$ cat src/rtl/pesw_pkg.sv
// shared types and constants for the polygon edge scan walker
// no dependencies; imported by every module of the block
`timescale 1ns / 1ps

package pesw_pkg;

  localparam int COORD_BITS      = 12;
  localparam int ERR_BITS        = COORD_BITS + 1;
  localparam int Q_DEPTH_DEFAULT = 2;
  localparam int DIV_CNT_BITS    = $clog2(COORD_BITS + 1);

  localparam logic FUNC_LOAD = 1'b0;
  localparam logic FUNC_STEP = 1'b1;

  typedef logic signed [COORD_BITS-1:0] coord_t;
  typedef logic [COORD_BITS-1:0]        ucoord_t;
  typedef logic signed [ERR_BITS-1:0]   err_t;

  typedef struct packed {
    logic   func;
    coord_t x_start;
    coord_t y_start;
    coord_t x_end;
    coord_t y_end;
    logic   skip_first;
    logic   side;
  } cmd_t;

  typedef struct packed {
    coord_t x_out;
    logic   side_out;
    logic   valid_res;
    logic   last;
  } res_t;

  typedef enum logic [1:0] {
    OP_STEP,
    OP_LOAD,
    OP_LOAD_EMPTY
  } op_t;

  // classified command as it waits between front and back
  typedef struct packed {
    op_t     op;
    coord_t  x_start;
    ucoord_t width;
    ucoord_t height;
    logic    dir_neg;
    logic    err_neg;
    logic    skip;
    logic    side;
  } entry_t;

  typedef struct packed {
    logic    start;
    ucoord_t num;
    ucoord_t den;
  } div_req_t;

  typedef struct packed {
    logic    busy;
    logic    done;
    ucoord_t quo;
    ucoord_t rem;
  } div_rsp_t;

  typedef enum logic [1:0] {
    ST_IDLE,
    ST_DIV,
    ST_SKIP
  } walk_state_t;

  typedef struct packed {
    walk_state_t state;
    logic        q_pop;
  } walk_stat_t;

endpackage

$ cat src/rtl/pesw_front.sv
// front end: classifies incoming commands and queues them for the walker
// depends on pesw_pkg
`timescale 1ns / 1ps

module pesw_front #(
  parameter int DEPTH = pesw_pkg::Q_DEPTH_DEFAULT
) (
  input  logic             clk,
  input  logic             rst,
  input  logic             push,
  output logic             full,
  input  pesw_pkg::cmd_t   cmd,
  output logic             q_valid,
  output pesw_pkg::entry_t q_head,
  input  logic             q_pop
);
  import pesw_pkg::*;

  localparam int PTR_W = $clog2(DEPTH);
  localparam int CNT_W = $clog2(DEPTH + 1);

  entry_t             slots [DEPTH];
  logic [PTR_W-1:0]   wr_ptr;
  logic [PTR_W-1:0]   rd_ptr;
  logic [CNT_W-1:0]   count;
  logic               do_push;
  logic               do_pop;

  logic signed [COORD_BITS:0] dx;
  logic signed [COORD_BITS:0] dy;
  logic signed [COORD_BITS:0] abs_dx;
  logic                       dx_neg;
  logic                       dx_zero;
  logic                       h_pos;
  entry_t                     cls;

  // endpoint differences, one bit wider than the coordinates
  always_comb begin
    dx      = {cmd.x_end[COORD_BITS-1], cmd.x_end} - {cmd.x_start[COORD_BITS-1], cmd.x_start};
    dy      = {cmd.y_end[COORD_BITS-1], cmd.y_end} - {cmd.y_start[COORD_BITS-1], cmd.y_start};
    dx_neg  = dx[COORD_BITS];
    dx_zero = (dx == '0);
    abs_dx  = dx_neg ? -dx : dx;
    h_pos   = !dy[COORD_BITS] && (dy != '0);

    cls.x_start = cmd.x_start;
    cls.width   = abs_dx[COORD_BITS-1:0];
    cls.height  = dy[COORD_BITS-1:0];
    cls.dir_neg = dx_neg || dx_zero;
    cls.err_neg = dx_neg;
    cls.skip    = cmd.skip_first;
    cls.side    = cmd.side;
    if (cmd.func == FUNC_STEP) begin
      cls.op = OP_STEP;
    end else if (h_pos) begin
      cls.op = OP_LOAD;
    end else begin
      cls.op = OP_LOAD_EMPTY;
    end
  end

  assign full    = (count == CNT_W'(DEPTH));
  assign q_valid = (count != '0);
  assign q_head  = slots[rd_ptr];
  assign do_push = push && !full;
  assign do_pop  = q_pop && q_valid;

  always_ff @(posedge clk) begin
    if (do_push) begin
      slots[wr_ptr] <= cls;
    end
  end

  always_ff @(posedge clk) begin
    if (rst) begin
      wr_ptr <= '0;
      rd_ptr <= '0;
      count  <= '0;
    end else begin
      if (do_push) begin
        wr_ptr <= (wr_ptr == PTR_W'(DEPTH - 1)) ? '0 : wr_ptr + 1'b1;
      end
      if (do_pop) begin
        rd_ptr <= (rd_ptr == PTR_W'(DEPTH - 1)) ? '0 : rd_ptr + 1'b1;
      end
      if (do_push && !do_pop) begin
        count <= count + 1'b1;
      end else if (do_pop && !do_push) begin
        count <= count - 1'b1;
      end
    end
  end

endmodule

$ cat src/rtl/pesw_div.sv
// restoring divider, one quotient bit per cycle
// depends on pesw_pkg
`timescale 1ns / 1ps

module pesw_div (
  input  logic               clk,
  input  logic               rst,
  input  pesw_pkg::div_req_t req,
  output pesw_pkg::div_rsp_t rsp
);
  import pesw_pkg::*;

  logic                    busy;
  logic                    done;
  logic [DIV_CNT_BITS-1:0] cnt;
  logic [COORD_BITS:0]     rem;
  ucoord_t                 quo;
  ucoord_t                 den;

  logic [COORD_BITS:0] shifted;
  logic [COORD_BITS:0] trial;
  logic                q_bit;
  logic [COORD_BITS:0] rem_next;

  always_comb begin
    shifted  = {rem[COORD_BITS-1:0], quo[COORD_BITS-1]};
    trial    = shifted - {1'b0, den};
    q_bit    = !trial[COORD_BITS];
    rem_next = q_bit ? trial : shifted;
  end

  always_ff @(posedge clk) begin
    if (rst) begin
      busy <= 1'b0;
      done <= 1'b0;
      cnt  <= '0;
    end else begin
      done <= 1'b0;
      if (req.start) begin
        busy <= 1'b1;
        cnt  <= DIV_CNT_BITS'(COORD_BITS);
      end else if (busy) begin
        cnt <= cnt - 1'b1;
        if (cnt == DIV_CNT_BITS'(1)) begin
          busy <= 1'b0;
          done <= 1'b1;
        end
      end
    end
  end

  always_ff @(posedge clk) begin
    if (req.start) begin
      rem <= '0;
      quo <= req.num;
      den <= req.den;
    end else if (busy) begin
      rem <= rem_next;
      quo <= {quo[COORD_BITS-2:0], q_bit};
    end
  end

  assign rsp.busy = busy;
  assign rsp.done = done;
  assign rsp.quo  = quo;
  assign rsp.rem  = rem[COORD_BITS-1:0];

endmodule

$ cat src/rtl/pesw_back.sv
// back end: edge walker state, load sequencer and result register
// depends on pesw_pkg; drives pesw_div through the request struct
`timescale 1ns / 1ps

module pesw_back (
  input  logic                 clk,
  input  logic                 rst,
  input  logic                 q_valid,
  input  pesw_pkg::entry_t     q_head,
  output logic                 q_pop,
  output pesw_pkg::div_req_t   div_req,
  input  pesw_pkg::div_rsp_t   div_rsp,
  output logic                 empty,
  input  logic                 pop,
  output pesw_pkg::res_t       res,
  output pesw_pkg::walk_stat_t stat
);
  import pesw_pkg::*;

  walk_state_t state;
  walk_state_t state_next;

  ucoord_t cur_x;
  err_t    err_term;
  ucoord_t edge_height;
  ucoord_t whole_step;
  ucoord_t frac_step;
  logic    step_dir;
  ucoord_t lines_left;
  logic    edge_side;
  logic    err_neg;
  logic    skip;

  logic    out_valid;
  res_t    out_res;

  logic    slot_free;
  logic    do_emit;
  logic    do_start;
  logic    do_clear;
  logic    do_take;
  logic    do_skip;

  err_t    err_sum;
  logic    carry;
  err_t    adv_err;
  ucoord_t delta;
  ucoord_t adv_x;
  logic    lines_zero;

  // one scan-line advance of x and the error term
  always_comb begin
    err_sum = err_term + $signed({1'b0, frac_step});
    carry   = !err_sum[ERR_BITS-1] && (err_sum != '0);
    adv_err = carry ? err_sum - $signed({1'b0, edge_height}) : err_sum;
    delta   = whole_step + ucoord_t'(carry);
    adv_x   = step_dir ? cur_x - delta : cur_x + delta;
  end

  assign lines_zero = (lines_left == '0);
  assign slot_free  = !out_valid || pop;

  always_comb begin
    state_next = state;
    unique case (state)
      ST_IDLE: begin
        if (q_valid && q_head.op == OP_LOAD) begin
          state_next = ST_DIV;
        end
      end
      ST_DIV: begin
        if (div_rsp.done) begin
          state_next = skip ? ST_SKIP : ST_IDLE;
        end
      end
      ST_SKIP: state_next = ST_IDLE;
      default: state_next = ST_IDLE;
    endcase
  end

  always_comb begin
    q_pop    = 1'b0;
    do_emit  = 1'b0;
    do_start = 1'b0;
    do_clear = 1'b0;
    do_take  = 1'b0;
    do_skip  = 1'b0;
    unique case (state)
      ST_IDLE: begin
        if (q_valid) begin
          unique case (q_head.op)
            OP_STEP: begin
              q_pop   = slot_free;
              do_emit = slot_free;
            end
            OP_LOAD: begin
              q_pop    = 1'b1;
              do_start = 1'b1;
            end
            OP_LOAD_EMPTY: begin
              q_pop    = 1'b1;
              do_clear = 1'b1;
            end
            default: q_pop = 1'b1;
          endcase
        end
      end
      ST_DIV:  do_take = div_rsp.done;
      ST_SKIP: do_skip = 1'b1;
      default: ;
    endcase
  end

  assign div_req.start = do_start;
  assign div_req.num   = q_head.width;
  assign div_req.den   = q_head.height;

  always_ff @(posedge clk) begin
    if (rst) begin
      state       <= ST_IDLE;
      cur_x       <= '0;
      err_term    <= '0;
      edge_height <= '0;
      whole_step  <= '0;
      frac_step   <= '0;
      step_dir    <= 1'b0;
      lines_left  <= '0;
      edge_side   <= 1'b0;
      err_neg     <= 1'b0;
      skip        <= 1'b0;
    end else begin
      state <= state_next;
      if (do_emit && !lines_zero) begin
        cur_x      <= adv_x;
        err_term   <= adv_err;
        lines_left <= lines_left - 1'b1;
      end
      if (do_start) begin
        cur_x       <= q_head.x_start;
        edge_side   <= q_head.side;
        edge_height <= q_head.height;
        step_dir    <= q_head.dir_neg;
        lines_left  <= q_head.height;
        err_neg     <= q_head.err_neg;
        skip        <= q_head.skip;
      end
      if (do_take) begin
        whole_step <= div_rsp.quo;
        frac_step  <= div_rsp.rem;
        err_term   <= err_neg ? ERR_BITS'(1) - $signed({1'b0, edge_height}) : '0;
      end
      if (do_skip) begin
        cur_x      <= adv_x;
        err_term   <= adv_err;
        lines_left <= lines_left - 1'b1;
      end
      if (do_clear) begin
        cur_x       <= q_head.x_start;
        edge_side   <= q_head.side;
        err_term    <= '0;
        edge_height <= '0;
        whole_step  <= '0;
        frac_step   <= '0;
        step_dir    <= 1'b0;
        lines_left  <= '0;
      end
    end
  end

  // result register
  always_ff @(posedge clk) begin
    if (rst) begin
      out_valid <= 1'b0;
    end else if (do_emit) begin
      out_valid <= 1'b1;
    end else if (pop) begin
      out_valid <= 1'b0;
    end
  end

  always_ff @(posedge clk) begin
    if (do_emit) begin
      out_res.x_out     <= lines_zero ? '0 : $signed(cur_x);
      out_res.side_out  <= edge_side;
      out_res.valid_res <= !lines_zero;
      out_res.last      <= (lines_left == ucoord_t'(1));
    end
  end

  assign empty      = !out_valid;
  assign res        = out_res;
  assign stat.state = state;
  assign stat.q_pop = q_pop;

endmodule

$ cat src/rtl/polygon_edge_scan_walker_core.sv
// top level of the polygon edge scan walker
// depends on pesw_pkg, pesw_front, pesw_div and pesw_back
`timescale 1ns / 1ps

// usage
//  - commands enter through a queue port: cmd is taken when push is high and full is low
//  - func load brings the endpoints, side and skip flag of a new edge; it gives no result
//  - func step gives one result: the x of the current scan line, or valid_res low once
//    the edge is used up (also after reset, or after a load with no height)
//  - results leave through a queue port: res holds while empty is low, a pop takes it
//  - a step transaction accepted into an idle block goes through the queue slot and then the
//    result register to res; steps then run at one per cycle as long as results are popped
//  - a load keeps the walker busy while the one-bit-a-cycle divider forms the whole and
//    remainder steps, and for one more scan-line advance with skip_first
//  - a small command queue lets new transactions be pushed while the walker divides
//    or while the result waits; full rises when it holds QUEUE_DEPTH commands
//  - when the receiver stalls, the result register holds and steps wait in the queue
//  - synchronous reset empties both sides and zeroes the walker state; no clearing pass
module polygon_edge_scan_walker_core #(
  parameter int QUEUE_DEPTH = pesw_pkg::Q_DEPTH_DEFAULT  // 2 or more
) (
  input  logic           clk,
  input  logic           rst,
  input  logic           push,
  output logic           full,
  input  pesw_pkg::cmd_t cmd,
  output logic           empty,
  input  logic           pop,
  output pesw_pkg::res_t res
);
  import pesw_pkg::*;

  // front to back queue head
  logic       q_valid;
  entry_t     q_head;
  logic       q_pop;

  // divider handshake
  div_req_t   div_req;
  div_rsp_t   div_rsp;

  // walker status, watched by the checks below
  walk_stat_t stat;

  pesw_front #(
    .DEPTH(QUEUE_DEPTH)
  ) u_front (
    .clk    (clk),
    .rst    (rst),
    .push   (push),
    .full   (full),
    .cmd    (cmd),
    .q_valid(q_valid),
    .q_head (q_head),
    .q_pop  (q_pop)
  );

  pesw_div u_div (
    .clk(clk),
    .rst(rst),
    .req(div_req),
    .rsp(div_rsp)
  );

  pesw_back u_back (
    .clk    (clk),
    .rst    (rst),
    .q_valid(q_valid),
    .q_head (q_head),
    .q_pop  (q_pop),
    .div_req(div_req),
    .div_rsp(div_rsp),
    .empty  (empty),
    .pop    (pop),
    .res    (res),
    .stat   (stat)
  );

  // the divider only runs while the walker waits on it
  a_div_owned: assert property (@(posedge clk) disable iff (rst)
    (div_rsp.busy || div_rsp.done) |-> (stat.state == ST_DIV))
    else $error("divider active outside the divide state");

  // no command is taken from the queue during a divide
  a_no_pop_in_div: assert property (@(posedge clk) disable iff (rst)
    (stat.state == ST_DIV) |-> !stat.q_pop)
    else $error("queue popped while dividing");

  // after an accepted transaction the queue shows a valid head next cycle
  a_push_lands: assert property (@(posedge clk) disable iff (rst)
    (push && !full) |=> q_valid)
    else $error("pushed transaction missing from queue");

  // a last-line flag only comes with a real scan line
  a_last_valid: assert property (@(posedge clk) disable iff (rst)
    (!empty && res.last) |-> res.valid_res)
    else $error("last flag on an exhausted result");

endmodule
$ cat config.mk
export PLATFORM = sky130hd
export DESIGN_NAME = polygon_edge_scan_walker_core
export DESIGN_NICKNAME = d
export VERILOG_FILES = /design/src/rtl/pesw_pkg.sv /design/src/rtl/pesw_front.sv /design/src/rtl/pesw_div.sv /design/src/rtl/pesw_back.sv /design/src/rtl/polygon_edge_scan_walker_core.sv
export SDC_FILE = /design/constraint.sdc
export NUM_CORES = 1
export LEC_CHECK = 0
export ABC_AREA = 1
export ABC_CLOCK_PERIOD_IN_PS = 5000
export BUFFER_PORTS_ARGS = -buffer_cell sky130_fd_sc_hd__buf_2
export CORE_ASPECT_RATIO = 0.9
export CORE_UTILIZATION = 55
export CTS_BUF_LIST = sky130_fd_sc_hd__clkbuf_8
export DETAILED_ROUTE_END_ITERATION = 12
export GPL_TIMING_DRIVEN = 1
export PLACE_DENSITY = 0.73
export SLEW_MARGIN = 20
export SYNTH_ARGS = -nofsm -noshare
export SYNTH_HDL_FRONTEND = slang
export SYNTH_SLANG_ARGS = --single-unit
$ cat constraint.sdc
create_clock -name clk -period 5 [get_ports clk]
set_input_delay 1.5 -clock clk [delete_from_list [all_inputs] [get_ports clk]]
set_output_delay 1.5 -clock clk [all_outputs]
set_load 0.1 [all_outputs]
==> qor.csv <==
stage,metric,value,unit
synth,synth_fp_nets,1841,
route,viasPerCell,5.36,
global_routing,grt_pass1_vias,10357,
global_routing,grt_max_degree,61,
synth,ys_types,53,
clocking,clock_latency,0.55,ns
power_and_ir_drop,vdd_drop_max,0.343,mV
power_and_ir_drop,p_switching,3.66,mW
floorplanning,core,23600,um2
critical_path,arrival,5.15,ns
synth,syn_area_per_cell,7.89,um2
layout,instances_no_fill,2113,
synth,synthCells,1699,
floorplanning,boundaryPins,72,
power_and_ir_drop,p_int,4.47,mW
critical_path,cp_slowest_cell,ha_2,
floorplanning,die_w,167,um
timing,fin_skew,0.0307,ns
route,drtIter0Drc,886,
timing,fmax,0.213,GHz
clocking,clk_pin_slew,0.06,ns
power_and_ir_drop,p_comb_share,47.7,%
floorplanning,rows,53,
global_routing,antenna_found_initial,0,
synth,yosysWarningCount,0,
timing,setup_tns,0,ns
critical_path,timing.rr.start,u_back.frac_step[0],
layout,nNetsFinal,1924,
route,post_drt_wl_per_cell,15.2,um
timing,slew_headroom,42.3,%
clocking,cts_buffer_depth,3,
placement,gp_congestion,0.895,
critical_path,startpoint,u_back.frac_step[0],
route,drc,2,
flow_run,drv_cap,0,
layout,final_common_cell,nand2_1,
clocking,clock-sinks,226,
clocking,htree_num_levels,2,
clocking,cts_tree,done,
min_path,hp-start,u_back.edge_side,
clocking,hold_buffers,0,
layout,final_cell_mix,"nand2_1, inv_1, nor2_1",
critical_path,worstSetupEndpointType,flip-flop,
layout,drive_above_1_share,11.3,%
clocking,root_buffer,clkbuf_8,
global_routing,grt_pass1_wl,51400,um
layout,diodes,0,
synth,synth.ff_latch_count,226,
global_routing,grt_overflow,0,
clocking,cts_buffers,39,
route,drt_pass1_iterations,9,
placement,place_inst,2038,
floorplanning,dieArea,25000,um2
critical_path,critPathKind,flip-flop to flip-flop,
critical_path,path_max_fanout,4,
timing,finalCriticalPeriod,4.70,ns
synth,syn_area,13400,um2
power_and_ir_drop,powerDensity,545,nW/um2
global_routing,track_usage,25.8,%
timing,setup_viol,0,
min_path,hp-class,flip-flop to flip-flop,
critical_path,critPathRequiredTime,5.45,ns
critical_path,startpoint_type,flip-flop,
route,vias,11324,
layout,fill_cells,2090,
layout,syn_to_final_growth,11.4,%
power_and_ir_drop,p_leak,6.70,nW
power_and_ir_drop,p_clk_share,18.9,%
timing,slew_viol_final,0,
timing,hold_viol_final,0,
floorplanning,initial_core_util,56.8,%
timing,finalCritPeriodShare,94.0,%
power_and_ir_drop,sequentialPowerShare,33.4,%
route,routed_wl,32200,um
floorplanning,dieHeight,150,um
timing,worstMarginPinSlew,0.863,ns
synth,synthArstFlopShare,0,%
placement,port_buffers,71,
outcome,violations,design-rule violations,
power_and_ir_drop,netSwitchingFraction,45.1,%
route,final_antenna_net_count,0,
critical_path,path_common_cell,nand2_1,
outcome,status,"complete, but fails checks",
synth,yosysSeqAreaShare,43.0,%
synth,synth-edff-count,123,
synth,synth_ff_type,edfxtp_1,
placement,dpl.hpwl,24100,um
critical_path,slowest_delay,0.36,ns
synthesized netlist by cell type, types with 5 or more instances:
master,instances,area (um2)
inv_2,9,33.8
a21o_1,6,45.0
nor2_1,128,480
fa_1,6,120
nand3_1,96,480
o21bai_1,5,37.5
edfxtp_1,123,3690
inv_1,231,867
xnor2_1,22,193
dfxtp_1,103,2060
nand3b_1,7,52.6
xor2_1,54,473
nand4_1,16,100
nand2_1,440,1650
or2_2,8,50.1
o21ai_0,72,360
nor3_1,25,125
clkbuf_1,27,101
a31oi_1,36,225
buf_2,12,60.1
o211ai_1,11,82.6
ha_1,81,1010
o21ai_1,6,30.0
a21oi_1,125,626
final cells by class:
cell class / instances / area (um2) / area share (%)
Multi-Input combinational cell: 1187 / 6690 / 44.8
Sequential cell: 226 / 5760 / 38.6
Inverter: 240 / 901 / 6.04
Clock buffer: 42 / 578 / 3.87
Timing Repair Buffer: 88 / 483 / 3.24
Tap cell: 302 / 378 / 2.53
Clock inverter: 28 / 136 / 0.914
metrics by stage:
step / power (mW) / utilization, % / cell area, um2 / setup WS (ns) / hold slack (ns)
5_1_grt: 8.73 / 63.2 / 14900 / -0.105 / 0.447
6_report: 8.13 / 63.2 / 14900 / 0.300 / 0.433
4_1_cts: 8.03 / 62.4 / 14700 / 0.0228 / 0.431
2_1_floorplan: 5.57 / - / 13400 / 0.465 / 0.403
3_3_place_gp: 6.43 / 59.4 / 14000 / 0.205 / 0.411
3_5_place_dp: 6.48 / 59.4 / 14000 / 0.0540 / 0.415
registers in the layout (all words and copies together), names as in the netlist, 2 cells and up, named ones only:
name and cells:
u_back.lines_left 12, u_div.rem 12, u_front.count 2, u_back.cur_x 12, u_back.frac_step 12, u_back.res 15
u_back.err_term 13, u_front.slots 84, u_back.whole_step 12, u_back.edge_height 12, u_div.cnt 4, u_div.den 12
u_div.quo 12, u_back.state 2
layer usage:
metal	GRT usage (%)	share of wire, %	vias up
met5	0	0	-
li1	-	-	5788
met1	37.0	48	5102
met4	7.82	2.1	0
met2	39.8	43	381
met3	4.47	7.2	53
kinds of logic after synthesis:
family,Yosys count,synth area share [%]
compound gates,288,12.3
xor+xnor,76,4.97
fa+ha+maj,87,8.46
buf+inv,286,8.39
flops,226,43.0
mux,3,0.252
simple gates,733,22.7
power by group through the flow:
stage | Sequential [mW] | Combinational, mW | Clock, mW
2_1_floorplan | 2.83 | 2.75 | 0
3_3_place_gp | 2.73 | 3.70 | 0
3_5_place_dp | 2.74 | 3.74 | 0
4_1_cts | 2.70 | 3.76 | 1.57
5_1_grt | 2.75 | 4.33 | 1.65
6_report | 2.72 | 3.88 | 1.54
worst max-delay path, delay by kind of cell (launching register included):
family | cells | cell delay, ns
AO/OA/AOI/OAI | 6 | 0.79
XOR/XNOR | 3 | 0.44
adder cells (fa/ha/maj) | 4 | 1.06
buffers and inverters | 5 | 0.42
flip-flops | 1 | 0.35
AND/OR/NAND/NOR | 13 | 1.55
worst paths after layout:
check	end	slack (ns)	cells after the start
setup reg to reg	u_back.cur_x[10]	0.30	31
hold reg to reg	u_back.res[2]	0.43	0
hold / removal	u_back.res[2]	0.43	0
setup / recovery	u_back.cur_x[10]	0.30	31
what timing repair did:
item | 4_1_cts | 5_1_grt
resized for setup | 0 | 34
setup buffers | 0 | 5
endpoints found under the setup margin | 0 | 5
Note: power is estimated with default switching activity, not from simulation.
